===== src/cdf_pkg.sv =====
package cdf_pkg;

	localparam int MAX_TAPS    = 64;
	localparam int TAP_AW      = 6;
	localparam int SAMPLE_BITS = 16;
	localparam int TAP_BITS    = 18;
	localparam int CFG_W       = 7;
	localparam int POS_W       = 16;
	localparam int ISAMP_W     = POS_W + CFG_W;
	localparam int S_W         = ISAMP_W + 1;
	localparam int PROD_W      = TAP_BITS + SAMPLE_BITS;
	localparam int ACC_W       = PROD_W + TAP_AW;
	localparam int RND_SHIFT   = TAP_BITS - 2;
	localparam int RESULT_CAP  = 33;
	localparam int NRES_W      = 6;

	localparam int IN_Q_DEPTH  = 2;
	localparam int RES_Q_DEPTH = 4;

	localparam int DATA_W      = 32;
	localparam int ADDR_W      = 3;

	localparam logic [POS_W-1:0] COUNT_LIMIT = {POS_W{1'b1}};

	localparam logic REQ_TAP    = 1'b0;
	localparam logic REQ_SAMPLE = 1'b1;

	localparam logic REG_NUM_TAPS   = 1'b0;
	localparam logic REG_DECIM_RATE = 1'b1;

	localparam logic [CFG_W-1:0] NUM_TAPS_RST   = 7'd16;
	localparam logic [CFG_W-1:0] DECIM_RATE_RST = 7'd1;

	typedef struct packed {
		logic                          is_sample;
		logic [TAP_AW-1:0]             tap_index;
		logic signed [TAP_BITS-1:0]    tap_value;
		logic signed [SAMPLE_BITS-1:0] sample_i;
		logic signed [SAMPLE_BITS-1:0] sample_q;
		logic                          pulse_end;
	} item_t;

	typedef struct packed {
		logic signed [SAMPLE_BITS-1:0] out_i;
		logic signed [SAMPLE_BITS-1:0] out_q;
		logic [POS_W-1:0]              out_position;
		logic                          last_of_pulse;
		logic                          clipped;
	} result_t;

endpackage


===== src/cdf_front.sv =====
module cdf_front (
	input  logic                                     clk,
	input  logic                                     arst_n,
	input  logic                                     push,
	output logic                                     full,
	input  logic                                     req_type,
	input  logic [cdf_pkg::TAP_AW-1:0]               tap_index,
	input  logic signed [cdf_pkg::TAP_BITS-1:0]      tap_value,
	input  logic signed [cdf_pkg::SAMPLE_BITS-1:0]   sample_i,
	input  logic signed [cdf_pkg::SAMPLE_BITS-1:0]   sample_q,
	input  logic                                     pulse_end,
	output logic                                     item_valid,
	output cdf_pkg::item_t                           item,
	input  logic                                     item_pop
);

	localparam int PW = $clog2(cdf_pkg::IN_Q_DEPTH);

	cdf_pkg::item_t ent_q [cdf_pkg::IN_Q_DEPTH];
	cdf_pkg::item_t new_item;
	logic [PW-1:0]  wr_ptr_q;
	logic [PW-1:0]  rd_ptr_q;
	logic [PW:0]    cnt_q;
	logic           wr_en;
	logic           rd_en;

	// a tap write never ends a pulse
	always_comb begin
		new_item.is_sample = (req_type == cdf_pkg::REQ_SAMPLE);
		new_item.tap_index = tap_index;
		new_item.tap_value = tap_value;
		new_item.sample_i  = sample_i;
		new_item.sample_q  = sample_q;
		new_item.pulse_end = pulse_end && (req_type == cdf_pkg::REQ_SAMPLE);
	end

	assign full       = (cnt_q == (PW+1)'(cdf_pkg::IN_Q_DEPTH));
	assign item_valid = (cnt_q != '0);
	assign item       = ent_q[rd_ptr_q];
	assign wr_en      = push && !full;
	assign rd_en      = item_pop && item_valid;

	always_ff @(posedge clk) begin
		if (wr_en) begin
			ent_q[wr_ptr_q] <= new_item;
		end
	end

	always_ff @(posedge clk or negedge arst_n) begin
		if (!arst_n) begin
			wr_ptr_q <= '0;
			rd_ptr_q <= '0;
			cnt_q    <= '0;
		end else begin
			if (wr_en) begin
				wr_ptr_q <= wr_ptr_q + PW'(1);
			end
			if (rd_en) begin
				rd_ptr_q <= rd_ptr_q + PW'(1);
			end
			cnt_q <= cnt_q + (PW+1)'(wr_en) - (PW+1)'(rd_en);
		end
	end

endmodule


===== config.mk =====
export PLATFORM = sky130hd
export DESIGN_NAME = cdf_front
export DESIGN_NICKNAME = d
export VERILOG_FILES = /design/src/cdf_pkg.sv /design/src/cdf_front.sv
export SDC_FILE = /design/constraint.sdc
export NUM_CORES = 1
export LEC_CHECK = 0
export BUFFER_PORTS_ARGS = -buffer_cell sky130_fd_sc_hd__buf_2
export CORE_AREA = 2 2 76 115
export CTS_CLUSTER_SIZE = 24
export DETAILED_ROUTE_END_ITERATION = 6
export DIE_AREA = 0 0 78 117
export PLACE_DENSITY = 0.89
export SLEW_MARGIN = 15
export SYNTH_ARGS = -nofsm -noshare
export SYNTH_HDL_FRONTEND = slang
export SYNTH_SLANG_ARGS = --single-unit

===== constraint.sdc =====
create_clock -name clk -period 8 [get_ports clk]
set_clock_uncertainty 0.2 [all_clocks]
set_input_delay 0.8 -clock clk [delete_from_list [all_inputs] [get_ports clk]]
set_output_delay 0.8 -clock clk [all_outputs]
set_load 0.01 [all_outputs]

# Word-level counts from Yosys, hierarchy flattened

Memory sizes are Yosys's and may differ from the RTL's.
Cells that the tools add are included.

Flip-flop bits (word level): 4
Memory bits (writable): 116
Input bits: 62
Output and inout port bits: 60
Logic and storage cells: 16
Memories kept: 1

Memories:

| name  | words | bits a word | rd ports | clocked after memory_dff | wr ports | RTL line        | source |
|---|---|---|---|---|---|---|---|
| ent_q | 2     | 58          | 1        | 0                        | 1        | cdf_front.sv:19 | `cdf_pkg::item_t ent_q [cdf_pkg::IN_Q_DEPTH];` |

Add/sub/neg operators: 4
Equal/unequal tests: 1
Muxes and demuxes: 2
Reductions and logical operators: 5

Operators with widths:

| kind                | number |
|---|---|
| $logic_and 1x1->1   | 3 |
| $add 1x1->1 const B | 2 |
| $add 2x1->2         | 1 |
| $eq 2x2->1 const B  | 1 |
| $mux 1              | 2 |
| $reduce_bool 2->1   | 1 |
| $sub 2x1->2         | 1 |
| $logic_not 1->1     | 1 |

# Depth between registers and ports, before layout

Depth after elaboration: 5
Mapped depth: 7
Mapped depth without buffers: 7

# Worst setup path after synthesis

OpenSTA, ideal clock, no wires.

Path kind: input -> register
From: input push
To: memory ent_q[0][0] in the netlist's numbering, enable pin
Setup time: 0.474 ns
Arrival time: 3.322 ns
Required time: 7.326 ns
Path slack: 4.004 ns
Stages: 2
Path buffers: 0
Cell sequence: nand2_1 -> nor2_1

Longest elaborated chain between the ends: 3

Ends and longest elaborated chain:

| item                         | RTL line        | source |
|---|---|---|
| start, declared              | cdf_front.sv:4  | `input logic push,` |
| $logic_and 1x1->1            | cdf_front.sv:40 | `assign wr_en = push && !full;` |
| $mux 1                       | cdf_front.sv:44 | `if (wr_en) begin` |
| $mux 1 (not written as such) | cdf_front.sv:45 | `ent_q[wr_ptr_q] <= new_item;` |
| end, declared                | cdf_front.sv:19 |  |

Every way passes these cells.

==> metrics.csv <==
metric;value;unit
worst-path fanout max;49;
Crit path buffers/inverters;2;
clk_lat worst skew;400;ps
flops & latches, synth;120;
Slew Viols, Final;0;
FILL cells;551;
Chip Height;117;µm
row count;41;
Tmin final;3094;ps
global-route wire length before repair;11.33;mm
DP Wirelength;5.214;mm
clock slew at reported path FFs;50;ps
FMAX;0.3232;GHz
commonest non-fill, non-tap cell in the layout;buf_2;
DRC viols;0;
Longest Clk Path Bufs;2;
synth warn;0;
CP Class;flop to primary output;
IO Pins;122;
Static Leakage;0.002225;µW
critical path arrival;2090;ps
vias per cell;5.018;
CTS H-Tree Depth;4;
Worst-Margin Slew;843.3;ps
Final Setup Violations;0;
CP cell instances;buf_4 > mux2_2 > buf_2;
min-delay worst type;flop to flop;
CTS Buf Count;17;
share of layout cells above drive strength 1;60.29;%
setup_tns;0;ps
vias;2293;
port bufs;121;
Post-Syn Area;0.004438;mm²
ranking of synthesized cells by area;edfxtp_1 (78%), mux2_2 (12%), mux2_4 (3.4%);
Final nets;401;
1st-pass router iterations;6;
Multi-input gate area;798.3;µm²
final hold violation count;0;
diode count;0;
largest net degree at the start of global routing;50;
First DRT Iteration DRCs;100;
Mean Syn Cell Area;22.19;µm²
Syn Inst Count;200;
core area;0.008208;mm²
commonest non-fill, non-tap cells in the layout;buf_2 (121), edfxtp_1 (116), mux2_2 (48), clkbuf_16 (17), mux2_4 (10);
CP startpoint kind;flop;
Final Instance Area;0.005723;mm²
dominant cell type by area after synthesis;edfxtp_1;
sequential-to-total area share from yosys stat;80.74;%
final antenna-violating net count;0;
Max VDD drop;0.3033;mV
Final Core Density;69.73;%
storage element area;0.003585;mm²
post-synth top area share;78.49;%
vias in the first global route;2424;
gr ovfl total;0;
pwr dens;383.2;mW/mm²
initial antenna violation count;0;
total global-route track usage;17.57;%
area grow syn2layout;28.95;%
total wire length;7.746;mm
Die ar.;0.009126;mm²
final cycle utilization of the critical path;38.68;%
CTS sink count;120;
Wirelength per Cell;16.95;µm
Slew HR;43.65;%
crit-path leading delay family;buffers and inverters;
RSZ-0062 raised after global routing;no;
post-synth net total;264;
Starting Density;54.07;%
CTS tree;done;
Die X;78;µm
CP endpoint kind;primary output;
Setup Buffers After CTS;0;
Clock Tree Root;clkbuf_16;
quantity of gates resized following cts;0;
Placement Cell Area;0.005152;mm²
slowest library cell on the worst path;buf_4;
Routability Congestion;0.7319;
Critical Path RT;7000;ps
slowest cell delay on critical path;590;ps
Cell variety after synth;17;
outcome;completed;
max_cap viols;0;
==> cells in the mapped netlist <==
| cell type | number |
|---|---|
| xnor2_1 | 3 |
| mux2_4 | 10 |
| or2_2 | 1 |
| and3_1 | 1 |
| nor2_1 | 1 |
| edfxtp_1 | 116 |
| buf_8 | 1 |
| buf_2 | 4 |
| dfrtp_1 | 4 |
| nand2_1 | 1 |
| buf_6 | 2 |
| inv_1 | 2 |
| ha_1 | 2 |
| and2_1 | 2 |
| xor2_1 | 1 |
| mux2_2 | 48 |
| nand2b_1 | 1 |
==> final cells by class <==
class	instances	share of cell area, %
well taps	107	2.339
clock inverters	4	0.7652
inverters	2	0.1312
flip-flops and latches	120	62.64
clock buffers	28	9.029
multi-input cells	71	13.95
repair buffers	125	11.15
==> registers in the layout, indices dropped and copies added (netlist names) <==
register  count
wr_ptr_q      1
rd_ptr_q      1
cnt_q         2
ent_q       116
==> logic make-up after synthesis <==
| kind of cell | after synthesis | share of synthesized area, % |
|---|---|---|
| XOR/XNOR | 4 | 0.7895 |
| AND/OR/NAND/NOR | 7 | 0.8740 |
| buffers and inverters | 9 | 1.466 |
| flip-flops | 120 | 80.74 |
| multiplexers | 58 | 15.56 |
| adder cells (fa/ha/maj) | 2 | 0.5638 |
==> worst paths after layout <==
kind                                      startpoint                     end  slack [ps]  depth (start not counted)
worst max-delay path            rd_ptr_q$_DFFE_PN0P_                 item[6]        4910                          3
worst min-delay path              cnt_q[1]$_DFF_PN0_      cnt_q[1]$_DFF_PN0_         300                          1
worst max register to register    cnt_q[1]$_DFF_PN0_  ent_q[0][16]$_DFFE_PP_        5580                          4
worst min register to register    cnt_q[1]$_DFF_PN0_      cnt_q[1]$_DFF_PN0_         300                          1
max in group asynchronous                     arst_n    rd_ptr_q$_DFFE_PN0P_        6910                          2
min in group asynchronous                     arst_n    wr_ptr_q$_DFFE_PN0P_         560                          2
==> power breakdown <==
group          switching, µW  total, µW  internal, µW
clock                    228        694           465
sequential              46.1        910           864
combinational            311        590           279
==> metal layers <==
layer / GRT usage [%] / routed length [µm] / vias to the layer above
met4: 12.28 / 258 / 0
li1: - / - / 1061
met2: 31.90 / 4419 / 93
met1: 16.09 / 2627 / 1119
met5: 0 / 0 / -
met3: 6.442 / 441 / 20
==> through the flow <==
stage	total power [µW]	worst slack, ps	hold WS (ps)	instances
6_report	2193	4906	303.4	457
5_1_grt	2297	4771	337.4	457
4_1_cts	2218	4874	304.4	457
3_5_place_dp	1518	5176	291.8	424
3_3_place_gp	1498	5238	280.4	424
2_1_floorplan	1320	4004	260.4	200
==> worst register-to-register path, stage by stage (launching register included) <==
cell and delay (ps):
dfrtp_1 400, nand2b_1 130, nand2_1 150, nor2_4 670
buf_4 510
==> timing repair <==
item,4_1_cts,5_1_grt
setup endpoints to repair,0,0
hold buffers,1,0
endpoints found under the hold margin,4,0
No activity file was read; power rests on OpenSTA's default activity.
