File: config.mk
export PLATFORM = sky130hd
export DESIGN_NAME = cdf_res_q
export DESIGN_NICKNAME = d
export VERILOG_FILES = /design/src/cdf_pkg.sv /design/src/cdf_res_q.sv
export SDC_FILE = /design/constraint.sdc
export NUM_CORES = 1
export LEC_CHECK = 0
export ABC_AREA = 1
export BUFFER_PORTS_ARGS = -buffer_cell sky130_fd_sc_hd__buf_2
export CORE_MARGIN = 4
export CORE_UTILIZATION = 35
export CTS_BUF_LIST = sky130_fd_sc_hd__clkbuf_8
export CTS_CLUSTER_DIAMETER = 80
export CTS_CLUSTER_SIZE = 25
export DETAILED_ROUTE_END_ITERATION = 7
export PLACE_DENSITY_LB_ADDON = 0.3
export SLEW_MARGIN = 40
export SYNTH_ARGS = -nofsm -noshare
export SYNTH_HDL_FRONTEND = slang
export SYNTH_SLANG_ARGS = --single-unit
File: constraint.sdc
create_clock -name clk -period 5.35 [get_ports clk]
set_clock_uncertainty 0.15 [all_clocks]
set_input_delay 0.2675 -clock clk [delete_from_list [all_inputs] [get_ports clk]]
set_output_delay 0.2675 -clock clk [all_outputs]
set_load 0.02 [all_outputs]
File: src/cdf_pkg.sv
package cdf_pkg;

	localparam int MAX_TAPS    = 64;
	localparam int TAP_AW      = 6;
	localparam int SAMPLE_BITS = 16;
	localparam int TAP_BITS    = 18;
	localparam int CFG_W       = 7;
	localparam int POS_W       = 16;
	localparam int ISAMP_W     = POS_W + CFG_W;
	localparam int S_W         = ISAMP_W + 1;
	localparam int PROD_W      = TAP_BITS + SAMPLE_BITS;
	localparam int ACC_W       = PROD_W + TAP_AW;
	localparam int RND_SHIFT   = TAP_BITS - 2;
	localparam int RESULT_CAP  = 33;
	localparam int NRES_W      = 6;

	localparam int IN_Q_DEPTH  = 2;
	localparam int RES_Q_DEPTH = 4;

	localparam int DATA_W      = 32;
	localparam int ADDR_W      = 3;

	localparam logic [POS_W-1:0] COUNT_LIMIT = {POS_W{1'b1}};

	localparam logic REQ_TAP    = 1'b0;
	localparam logic REQ_SAMPLE = 1'b1;

	localparam logic REG_NUM_TAPS   = 1'b0;
	localparam logic REG_DECIM_RATE = 1'b1;

	localparam logic [CFG_W-1:0] NUM_TAPS_RST   = 7'd16;
	localparam logic [CFG_W-1:0] DECIM_RATE_RST = 7'd1;

	typedef struct packed {
		logic                          is_sample;
		logic [TAP_AW-1:0]             tap_index;
		logic signed [TAP_BITS-1:0]    tap_value;
		logic signed [SAMPLE_BITS-1:0] sample_i;
		logic signed [SAMPLE_BITS-1:0] sample_q;
		logic                          pulse_end;
	} item_t;

	typedef struct packed {
		logic signed [SAMPLE_BITS-1:0] out_i;
		logic signed [SAMPLE_BITS-1:0] out_q;
		logic [POS_W-1:0]              out_position;
		logic                          last_of_pulse;
		logic                          clipped;
	} result_t;

endpackage

File: src/cdf_res_q.sv
module cdf_res_q (
	input  logic                                    clk,
	input  logic                                    arst_n,
	input  logic                                    res_push,
	input  cdf_pkg::result_t                        res,
	output logic                                    res_full,
	output logic                                    empty,
	input  logic                                    pop,
	output logic signed [cdf_pkg::SAMPLE_BITS-1:0]  out_i,
	output logic signed [cdf_pkg::SAMPLE_BITS-1:0]  out_q,
	output logic [cdf_pkg::POS_W-1:0]               out_position,
	output logic                                    last_of_pulse,
	output logic                                    clipped
);

	localparam int PW = $clog2(cdf_pkg::RES_Q_DEPTH);

	cdf_pkg::result_t ent_q [cdf_pkg::RES_Q_DEPTH];
	cdf_pkg::result_t head;
	logic [PW-1:0]    wr_ptr_q;
	logic [PW-1:0]    rd_ptr_q;
	logic [PW:0]      cnt_q;
	logic             wr_en;
	logic             rd_en;

	assign res_full = (cnt_q == (PW+1)'(cdf_pkg::RES_Q_DEPTH));
	assign empty    = (cnt_q == '0);
	assign wr_en    = res_push && !res_full;
	assign rd_en    = pop && !empty;
	assign head     = ent_q[rd_ptr_q];

	assign out_i         = head.out_i;
	assign out_q         = head.out_q;
	assign out_position  = head.out_position;
	assign last_of_pulse = head.last_of_pulse;
	assign clipped       = head.clipped;

	always_ff @(posedge clk) begin
		if (wr_en) begin
			ent_q[wr_ptr_q] <= res;
		end
	end

	always_ff @(posedge clk or negedge arst_n) begin
		if (!arst_n) begin
			wr_ptr_q <= '0;
			rd_ptr_q <= '0;
			cnt_q    <= '0;
		end else begin
			if (wr_en) begin
				wr_ptr_q <= wr_ptr_q + PW'(1);
			end
			if (rd_en) begin
				rd_ptr_q <= rd_ptr_q + PW'(1);
			end
			cnt_q <= cnt_q + (PW+1)'(wr_en) - (PW+1)'(rd_en);
		end
	end

endmodule

# Yosys cells after proc, flatten, opt, wreduce, memory -nomap -nowiden
# Memory sizes are Yosys's and may differ from the RTL's.
# Cells that the tools add are included.
# Widths: inputs -> output; s select.
dict set report totals {
  latchBits 0
  memories 1
  ramBits 200
  mem_bits_ro 0
  elab_cells 16
  regBits 7
}
dict set report op_classes {
  multipliers 0
  shift 0
  order_cmp 0
  div_mod_pow 0
  add_sub_neg 4
  muxes 2
  bitwise_logic 0
  n_reduce_logical 5
  eq_ne 1
}
# name words word_bits read_ports rd_clocked_by_memory_dff wr line
set mem_list {}
lappend mem_list {ent_q 4 50 1 0 1 cdf_res_q.sv:18} ;# cdf_pkg::result_t ent_q [cdf_pkg::RES_Q_DEPTH];
# cell n
set op_table {}
lappend op_table {{$add 2x1->2 const B} 2}
lappend op_table {{$add 3x1->3} 1}
lappend op_table {{$eq 3x3->1 const B} 1}
lappend op_table {{$logic_not 3->1} 1}
lappend op_table {{$sub 3x1->3} 1}
lappend op_table {{$logic_and 1x1->1} 2}
lappend op_table {{$logic_not 1->1} 2}
lappend op_table {{$mux 1} 2}

# Longest topological paths before layout
# Gate-level depths: netlist of the first run.
dict set report depth {
  word_depth 5
  ltp_mapped 10
  mapped_depth_nobuf 10
}

# Worst setup path after synthesis of the first run
# OpenSTA, ideal clock, no wires.
dict set report synth_path {
  path_type {reg2reg}
  start {register cnt_q[1]}
  end {memory ent_q[0][0] in the netlist's numbering (enable)}
  slack_ns 1.984
  t_arrival_ns 2.758
  required_ns 4.742
  period_less_slack_ns 3.366
  path_stages_with_launch 5
  path_buffers 0
  cell_sequence {dfrtp_1 > nor2_1 > nand2_1 > nand2_1 > nor2_1}
}
dict set report synth_via {
  elab_chain_len 5
}
# element line
set synth_rtl {}
lappend synth_rtl {{start: declaration} cdf_res_q.sv:22} ;# logic [PW:0] cnt_q;
lappend synth_rtl {{start signal: assignment} cdf_res_q.sv:56} ;# cnt_q <= cnt_q + (PW+1)'(wr_en) - (PW+1)'(rd_en);
lappend synth_rtl {{$eq 3x3->1} cdf_res_q.sv:26} ;# assign res_full = (cnt_q == (PW+1)'(cdf_pkg::RES_Q_DEPTH));
lappend synth_rtl {{$logic_not 1->1} cdf_res_q.sv:28} ;# assign wr_en = res_push && !res_full;
lappend synth_rtl {{$logic_and 1x1->1} cdf_res_q.sv:28}
lappend synth_rtl {{$mux 1} cdf_res_q.sv:39} ;# if (wr_en) begin
lappend synth_rtl {{$mux 1 (implied by the code)} cdf_res_q.sv:40} ;# ent_q[wr_ptr_q] <= res;
lappend synth_rtl {{end: declaration} cdf_res_q.sv:18}
# Every way passes these cells.

# Worst setup path after layout of the first run
dict set report layout_path {
  start {register rd_ptr_q[0]}
  end {output out_position[9] in the netlist's numbering}
}
dict set report layout_via {
  elab_chain_len 1
}
# element line
set layout_rtl {}
lappend layout_rtl {{start: declaration} cdf_res_q.sv:21} ;# logic [PW-1:0] rd_ptr_q;
lappend layout_rtl {{start signal: assignment} cdf_res_q.sv:54} ;# rd_ptr_q <= rd_ptr_q + PW'(1);
lappend layout_rtl {{$mem_v2 4x50} n/a}
lappend layout_rtl {{end: declaration} cdf_res_q.sv:11} ;# output logic [cdf_pkg::POS_W-1:0] out_position,
# Every way passes these cells.

==> flow_summary.yaml, run 1 <==
timing:
  slew_headroom: 0.544
  setup_violations: 0
  period_share: 0.557
  setup_tns_ps: 0
  worst_pin_slew_ps: 684
  min_period_ps: 2980
  rsz0062_at_grt: "no"
  max_freq_ghz: 0.335
  slew_viol_final: 0
  finalHoldViolCount: 0
yosys:
  synth-seq-cells: 207
  synth_cell_type_count: 17
  synthArstFlopShare: 0.0338
  yosysTopAreaCell: "edfxtp_1"
  synth_cells: 692
  synth_warnings: 0
  syn-num-nets: 753
  synthTopCellsByArea: "edfxtp_1 72%, nand2_1 7.6%, nor2_1 4.8%"
  ys.flop_type: "edfxtp_1"
  yosysSeqAreaShare: 0.745
  synth.avg_cell_area_um2: 12.0
  netlist_area_mm2: 0.00830
  netlist.area_leader.share: 0.724
  synth_edf_count: 200
power_and_ir_drop:
  p_int_mw: 2.96
  power_mw: 4.96
  seqPwrFrac: 0.456
  p_sw_mw: 2.00
  power_leakage_nw: 3.95
  clockPowerShare: 0.141
  comb_power_share: 0.403
  power.density_mw_per_mm2: 501
  power_switching_share: 0.404
  max-vdd-ir-drop_mv: 0.275
detailed_routing:
  drt_iter0_markers: 440
  drc: 0
  vias: 5114
  vias_per_cell: 4.39
  wl_um: 17100
  firstDrtPassIters: 4
  post_drt_wl_per_cell_um: 14.7
  antenna_left: 0
floorplanning:
  die_h_um: 162
  fp.dieW_um: 162
  std_cell_rows: 56
  coreArea_mm2: 0.0234
  io_pins: 106
  start_util: 0.355
  die_area_mm2: 0.0262
clock_network:
  clk_pin_slew_ps: 140
  cts_root_buf: "clkbuf_8"
  cts_tree: "built"
  clockBufferDepth: 3
  clk_latency_ps: 500
  numCtsBuffers: 12
  cts_max_level: 1
  post-cts-setup-buffer-count: 0
  clock_sinks: 207
global_routing:
  grt_max_degree: 102
  antenna_found_initial: 1
  gr-usage-met2: 0.220
  grt_pass1_wl_um: 27000
  busiest_layer: "met2"
  track_usage: 0.128
  grt-ovfl-total: 0
  grtUsageMet3: 0.0208
  met1_usage: 0.174
  grt_pass1_vias: 5079
setup_path:
  crit_arrival_ps: 2560
  rrSetupSlack_ps: 2760
  crit_required_ps: 4930
  reg2reg_from: "cnt_q[1]$_DFF_PN0_"
  crit_end: "out_position[9]"
  worst_setup_path_start_kind: "flop"
  critical_path_class: "reg -> out"
  worstReg2RegEnd: "ent_q[2][15]$_DFFE_PP_"
  startpoint: "rd_ptr_q[0]$_DFFE_PN0P_"
  worstRegToRegCells: 5
  worstSetupEndpointType: "primary output"
  cp_max_fo: 101
placement:
  hpwlAfterDp_um: 10500
  place.gp.congestion: 0.690
  place_area_mm2: 0.00914
  io_buffer_count: 105
final_layout:
  fin_area_mm2: 0.00989
  final_nets: 901
  regArea_mm2: 0.00618
  multi_input_area_mm2: 0.00168
  syn_to_final_growth_pct: 19.2
  fillCellCount: 2261
  drive_gt1_frac: 0.160
job:
  drv_cap: 0
hold_path:
  min_path_type: "in -> reg"
status:
  outcome: "completed"
## routing by layer
metal	up-vias	part of all wire
met1	2400	0.46
met2	105	0.48
met5	-	0
met3	17	0.045
met4	0	0.018
li1	2592	-
## registers in the layout (all words and copies together), names as in the netlist
signal / flops
cnt_q: 3
wr_ptr_q: 2
ent_q: 200
rd_ptr_q: 2
## timing repair
action,4_1_cts,5_1_grt
resized for setup,0,0
hold buffers,54,0
hold endpoints to repair,211,0
endpoints found under the setup margin,0,0
## Yosys cell counts (3+ instances only)
| library cell | n |
|---|---|
| o21ai_1 | 45 |
| nor2_1 | 105 |
| nand2_1 | 169 |
| clkbuf_1 | 9 |
| buf_1 | 3 |
| o21ai_0 | 55 |
| dfrtp_1 | 7 |
| buf_2 | 11 |
| nand3_1 | 4 |
| buf_6 | 9 |
| edfxtp_1 | 200 |
| inv_1 | 65 |
| ha_1 | 6 |
## placed cells by master, fill, tap and decap left out, types with 5 or more instances in the layout
| cell | netlist | final |
|---|---|---|
| nor2_1 | 105 | 101 |
| dlygate4sd3_1 | 0 | 54 |
| inv_1 | 65 | 66 |
| edfxtp_1 | 200 | 200 |
| dfrtp_1 | 7 | 6 |
| o21ai_1 | 45 | 45 |
| clkbuf_8 | 0 | 13 |
| nand2_1 | 169 | 169 |
| ha_1 | 6 | 6 |
| buf_4 | 0 | 5 |
| buf_2 | 11 | 105 |
| o21ai_0 | 55 | 55 |
## power groups by stage
| stage | Clock (mW) | Sequential, mW | Combinational, mW |
|---|---|---|---|
| after CTS | 0.729 | 2.26 | 2.06 |
| after detailed placement | 0 | 2.30 | 2.02 |
| after global placement | 0 | 2.29 | 1.99 |
| after floorplan | 0 | 2.25 | 1.46 |
| final | 0.699 | 2.26 | 2.00 |
| after global routing | 0.787 | 2.29 | 2.26 |
## how the worst min path moves through the flow
| stage | start | endpoint | slack [ps] | cells after the start |
|---|---|---|---|---|
| floorplan | arst_n | cnt_q[0]$_DFF_PN0_ | -180 | 0 |
| global placement | arst_n | rd_ptr_q[0]$_DFFE_PN0P_ | -30 | 1 |
| detailed placement | arst_n | rd_ptr_q[1]$_DFFE_PN0P_ | -40 | 1 |
| CTS | res[35] | ent_q[3][35]$_DFFE_PP_ | 330 | 2 |
| global route | res[35] | ent_q[3][35]$_DFFE_PP_ | 350 | 2 |
| finish | res[33] | ent_q[3][33]$_DFFE_PP_ | 360 | 2 |
## final cells by class
class | count | share of cell area
clock inverters | 5 | 0.00291
well taps | 319 | 0.0404
diodes | 1 | 0.000253
inverters | 66 | 0.0258
clock buffers | 13 | 0.0181
flip-flops and latches | 207 | 0.625
repair buffers | 167 | 0.117
multi-input cells | 386 | 0.170
## per-stage QoR
| stage | std cells | hold slack [ps] | setup slack [ps] | util |
|---|---|---|---|---|
| 2_1_floorplan | 692 | -178 | 1980 | - |
| 3_3_place_gp | 1089 | -31.8 | 2480 | 0.388 |
| 3_5_place_dp | 1091 | -37.6 | 2710 | 0.390 |
| 4_1_cts | 1163 | 329 | 2320 | 0.422 |
| 5_1_grt | 1164 | 347 | 2080 | 0.423 |
| 6_report | 1164 | 364 | 2370 | 0.423 |
## worst max-delay path, stage by stage (launching register included)
cell	delay [ps]
dfrtp_4	800
buf_6	610
nor2_1	110
nor2_1	110
o21ai_0	100
nand2_1	100
buf_2	160
## kinds of logic after synthesis
family,after synthesis,share of synthesized area
adder cells (fa/ha/maj),7,0.0115
buffers and inverters,99,0.0559
AND/OR/NAND/NOR,279,0.127
AO/OA/AOI/OAI,100,0.0603
flip-flops,207,0.745
Note: power is estimated with default switching activity, not from simulation.
==> run 2: changes to the inputs <==
==> constraint.sdc (replaced) <==
create_clock -name clk -period 2.65 [get_ports clk]
set_clock_uncertainty 0.15 [all_clocks]
set_input_delay 0.1325 -clock clk [delete_from_list [all_inputs] [get_ports clk]]
set_output_delay 0.1325 -clock clk [all_outputs]
set_load 0.02 [all_outputs]
==> run 2 against run 1 <==
Net effect: critical path depth fell by 1; combinational power rose by 110%; core utilization rose by 0.40 points; sequential cell count did not move; cell count rose by 0.69%; die area did not move; clock-buffer cell count rose by 1; first-iteration DRC count fell by 35%; setup slack got worse by 2100 ps; sequential power rose by 99%; critical path type unchanged; highest routed layer is now met5.
==> flow_summary.yaml, run 2 (synthesized netlist as in run 1, its figures left out) <==
detailed_routing:
  vias_per_cell: 4.36
  wl_um: 16300
  firstDrtPassIters: 4
  antenna_left: 0
  drt_iter0_markers: 286
  drc: 0
  vias: 5114
  post_drt_wl_per_cell_um: 13.9
floorplanning:
  die_h_um: 162
  start_util: 0.355
  coreArea_mm2: 0.0234
  std_cell_rows: 56
  io_pins: 106
  fp.dieW_um: 162
  die_area_mm2: 0.0262
setup_path:
  worst_setup_path_start_kind: "flop"
  crit_required_ps: 2370
  path_cells: "inv_2 > buf_6 > o21ai_0 > nand2_1 > buf_2"
  worstRegToRegCells: 10
  critical_path_class: "reg -> out"
  rrSetupSlack_ps: 510
  slowest_delay_ps: 630
  reg2reg_from: "cnt_q[1]$_DFF_PN0_"
  cp_max_fo: 51
  crit_arrival_ps: 2070
  worstSetupEndpointType: "primary output"
  crit_end: "out_position[12]"
  cp_slowest_cell: "dfrtp_4"
  worstReg2RegEnd: "cnt_q[2]$_DFF_PN0_"
  startpoint: "rd_ptr_q[0]$_DFFE_PN0P_"
clock_network:
  clockBufferDepth: 3
  cts_tree: "built"
  cts_root_buf: "clkbuf_8"
  clock_sinks: 207
  numCtsBuffers: 13
  cts_max_level: 1
  clk_latency_ps: 500
  clk_pin_slew_ps: 140
power_and_ir_drop:
  power.density_mw_per_mm2: 1020
  power_mw: 10.2
  power_leakage_nw: 4.00
  max-vdd-ir-drop_mv: 0.638
timing:
  slew_headroom: 0.681
  finalHoldViolCount: 0
  min_period_ps: 2360
  setup_tns_ps: 0
  rsz0062_at_grt: "no"
  max_freq_ghz: 0.424
  period_share: 0.889
  worst_pin_slew_ps: 479
  slew_viol_final: 0
  setup_violations: 0
global_routing:
  antenna_found_initial: 1
  grt-ovfl-total: 0
  grt_pass1_vias: 5070
  grt_max_degree: 72
  grt_pass1_wl_um: 26300
  track_usage: 0.124
final_layout:
  drive_gt1_frac: 0.170
  final_common_cell: "edfxtp_1"
  multi_input_area_mm2: 0.00168
  mostFrequentLayoutCells: "200 x edfxtp_1, 169 x nand2_1, 105 x buf_2, 101 x nor2_1, 66 x inv_1"
  largest_register_ffs: 200
  fillCellCount: 2204
  antenna_cells: 0
  final_nets: 909
  reg_top3: "ent_q x200, cnt_q x3"
  registers.top_by_ff_count: "ent_q"
  regArea_mm2: 0.00618
  syn_to_final_growth_pct: 20.3
  post-route-util: 0.426
placement:
  io_buffer_count: 105
  place.gp.congestion: 0.721
  hpwlAfterDp_um: 9300
hold_path:
  min_path_type: "in -> reg"
  min_path_cells: 2
job:
  drv_cap: 0
status:
  outcome: "completed"
## run 2: cell types whose count changed in the layout (fill, tap and decap cells not counted)
cell and delta:
clkinv_8 +2, inv_2 +1, buf_8 -1, diode_2 -1, clkinv_4 -1, buf_12 +2, buf_6 +2, clkinv_1 -1
clkbuf_8 +1, buf_16 -1, buf_4 +5
## run 2: critical path, delay by kind of cell, from the launching register on
| kind | cells | cell delay, ps |
|---|---|---|
| buffers and inverters | 3 | 670 |
| DFF | 1 | 630 |
| AOI/OAI and AO/OA | 1 | 170 |
| and+or+nand+nor | 1 | 100 |
## run 2: metrics by stage
step | worst slack, ps | hold slack [ps] | cells | instance area [um^2]
6_report | 293 | 223 | 1172 | 9980
5_1_grt | 95.9 | 176 | 1172 | 9980
4_1_cts | 132 | 170 | 1171 | 9970
3_5_place_dp | 548 | -168 | 1097 | 9170
3_3_place_gp | 614 | -165 | 1097 | 9170
2_1_floorplan | -716 | -313 | 692 | 8300
## run 2: cell type report
type / instances / area share
clock buffers: 14 / 0.0193
clock inverters: 6 / 0.00577
inverters: 66 / 0.0251
multi-input cells: 386 / 0.168
flip-flops and latches: 207 / 0.620
well taps: 319 / 0.0400
repair buffers: 174 / 0.122
## run 2: power breakdown
part | switching (mW) | total (mW) | internal, mW
clock | 0.987 | 1.51 | 0.525
combinational | 2.89 | 4.17 | 1.28
sequential | 0.197 | 4.49 | 4.30
total | 4.07 | 10.2 | 6.11
## run 2: metal layers
layer,wire (um),up-vias,GRT usage
met2,8090,89,0.225
met4,238,2,0.0231
met3,635,16,0.0223
li1,-,2610,-
met5,7,-,0
met1,7350,2397,0.157
## run 2: worst min-delay path by stage
stage / start / endpoint / slack (ps)
6_report: res[12] / ent_q[2][12]$_DFFE_PP_ / 220
5_1_grt: res[12] / ent_q[3][12]$_DFFE_PP_ / 180
4_1_cts: res[12] / ent_q[2][12]$_DFFE_PP_ / 170
3_5_place_dp: arst_n / cnt_q[2]$_DFF_PN0_ / -170
3_3_place_gp: arst_n / cnt_q[2]$_DFF_PN0_ / -160
2_1_floorplan: arst_n / cnt_q[0]$_DFF_PN0_ / -310
## run 2: timing repair
item	CTS	global route
endpoints found under the hold margin	211	0
buffers inserted	0	1
hold buffers	54	0
gates resized for setup	2	1
setup endpoints to repair	2	2
==> run 3: changes to the inputs <==
--- a/config.mk
+++ b/config.mk
@@ -5,7 +5,6 @@
 export SDC_FILE = /design/constraint.sdc
 export NUM_CORES = 1
 export LEC_CHECK = 0
-export ABC_AREA = 1
 export BUFFER_PORTS_ARGS = -buffer_cell sky130_fd_sc_hd__buf_2
 export CORE_MARGIN = 4
 export CORE_UTILIZATION = 35
@@ -18,3 +17,4 @@
 export SYNTH_ARGS = -nofsm -noshare
 export SYNTH_HDL_FRONTEND = slang
 export SYNTH_SLANG_ARGS = --single-unit
+export TNS_END_PERCENT = 20
==> run 3 against run 2 <==
Net effect: critical path type unchanged; non-clock buffer count rose by 2; first-iteration DRC count fell by 36%; power decreased by 4.6%; cell count decreased by 35%; sequential cell count is the same; synthesized area shrank 6.7%.
==> flow_summary.yaml, run 3 <==
status:
  outcome: "completed"
clock_network:
  cts_root_buf: "clkbuf_8"
  cts_max_level: 1
  numCtsBuffers: 13
  clock_sinks: 207
  cts_tree: "built"
  clk_latency_ps: 490
  cts_resized: 0
  clk_pin_slew_ps: 140
  clockBufferDepth: 3
timing:
  max_freq_ghz: 0.405
  slew_headroom: 0.681
  setup_tns_ps: 0
  min_period_ps: 2470
  setup_violations: 0
  rsz0062_at_grt: "no"
  finalHoldViolCount: 0
  whs_ps: 219
  slew_viol_final: 0
  period_share: 0.931
  worst_pin_slew_ps: 478
power_and_ir_drop:
  power.density_mw_per_mm2: 1020
  max-vdd-ir-drop_mv: 0.484
  power_leakage_nw: 3.26
yosys:
  ys.flop_type: "edfxtp_1"
  netlist.area_leader.share: 0.776
  synth-seq-cells: 207
  synth_warnings: 0
  synth_cells: 303
  ys_top_cells_by_count: "200 x edfxtp_1, 48 x mux4_2, 7 x dfrtp_1"
  syn-num-nets: 364
  yosysTopAreaCell: "edfxtp_1"
  netlist_area_mm2: 0.00774
  synthArstFlopShare: 0.0338
  synth_cell_type_count: 21
  synthTopCellsByArea: "edfxtp_1 78%, mux4_2 14%, dfrtp_1 2.3%"
  synth.avg_cell_area_um2: 25.6
  synth_edf_count: 200
  yosysSeqAreaShare: 0.798
  yosys.cell_count.top_type: "edfxtp_1"
placement:
  hpwlAfterDp_um: 9260
  place.gp.congestion: 0.676
  io_buffer_count: 105
detailed_routing:
  vias_per_cell: 4.76
  drc: 0
  drt_iter0_markers: 184
  vias: 3648
  post_drt_wl_per_cell_um: 19.1
  firstDrtPassIters: 4
  antenna_left: 0
  wl_um: 14700
setup_path:
  worst_setup_path_start_kind: "flop"
  cp_max_fo: 13
  crit_required_ps: 2370
  worstRegToRegCells: 8
  critical_path_class: "reg -> out"
  worstSetupEndpointType: "primary output"
  crit_arrival_ps: 2180
global_routing:
  grt_max_degree: 26
  grt_pass1_vias: 4027
  grt_pass1_wl_um: 22800
  antenna_found_initial: 0
  track_usage: 0.120
  grt-ovfl-total: 0
final_layout:
  syn_to_final_growth_pct: 22.7
  largest_register_ffs: 200
  final_nets: 543
  reg_top3: "ent_q x200, cnt_q x3"
  antenna_cells: 0
  final_common_cell: "edfxtp_1"
  mostFrequentLayoutCells: "200 x edfxtp_1, 105 x buf_2, 54 x dlygate4sd3_1, 48 x mux4_2, 13 x clkbuf_8"
  registers.top_by_ff_count: "ent_q"
  drive_gt1_frac: 0.405
  post-route-util: 0.435
floorplanning:
  die_area_mm2: 0.0246
  fp.dieW_um: 157
  std_cell_rows: 54
  start_util: 0.355
  coreArea_mm2: 0.0218
  io_pins: 106
  die_h_um: 157
hold_path:
  min_path_type: "in -> reg"
  min_path_cells: 2
job:
  drv_cap: 0
[run 3: logic make-up after synthesis]
group                      share of synthesized area
muxes                                          0.146
AOI/OAI and AO/OA                            0.00404
and+or+nand+nor                               0.0134
buffers and inverters                         0.0210
xor gates and xnor gates                     0.00452
DFF                                            0.798
adders and majority gates                     0.0123
[run 3: worst max-delay path: stages (launching register included)]
cell and delay [ps]:
dfrtp_4 680, buf_4 290, mux4_2 530, buf_2 180
[run 3: worst paths after layout]
path                                      endpoint  slack [ps]                     from
max                                       out_q[9]         180  rd_ptr_q[0]$_DFFE_PN0P_
min                         ent_q[2][33]$_DFFE_PP_         220                  res[33]
max reg2reg                     cnt_q[2]$_DFF_PN0_         250       cnt_q[1]$_DFF_PN0_
min reg2reg                wr_ptr_q[1]$_DFFE_PN0P_         480  wr_ptr_q[1]$_DFFE_PN0P_
max in group asynchronous  rd_ptr_q[0]$_DFFE_PN0P_        1640                   arst_n
min in group asynchronous  wr_ptr_q[1]$_DFFE_PN0P_         440                   arst_n
[run 3: metrics by stage]
stage	setup slack (ps)	instance area (um^2)	power (mW)	std cells
after global routing	51.3	9500	10.3	767
after global placement	375	8670	8.14	692
final	183	9500	9.71	767
after floorplan	112	7740	7.08	303
after detailed placement	274	8670	8.21	692
after CTS	99.6	9500	9.94	767
[run 3: timing repair]
action                     4_1_cts  5_1_grt
buffers inserted                 1        0
hold buffers                    54        0
hold endpoints to repair       211        0
setup endpoints to repair       19        0
[run 3: area by class of cell]
cell class,count,area (um^2)
sequential,207,6190
clock buffer,13,179
tap,280,350
timing repair buffer,176,1280
inverter,6,22.5
clock inverter,7,83.8
fill,1889,12300
multi-input combinational,78,1400
[run 3: per-layer routing]
layer	track usage	wire [um]	vias to the layer above
met3	0.0260	740	14
met2	0.212	7670	80
met4	0.0248	177	0
met1	0.155	6060	1914
met5	0	0	-
li1	-	-	1640
[run 3: power by group]
part,switching [mW],total [mW],internal [mW]
clock network,0.991,1.59,0.594
logic,1.96,3.52,1.56
registers,0.293,4.60,4.31
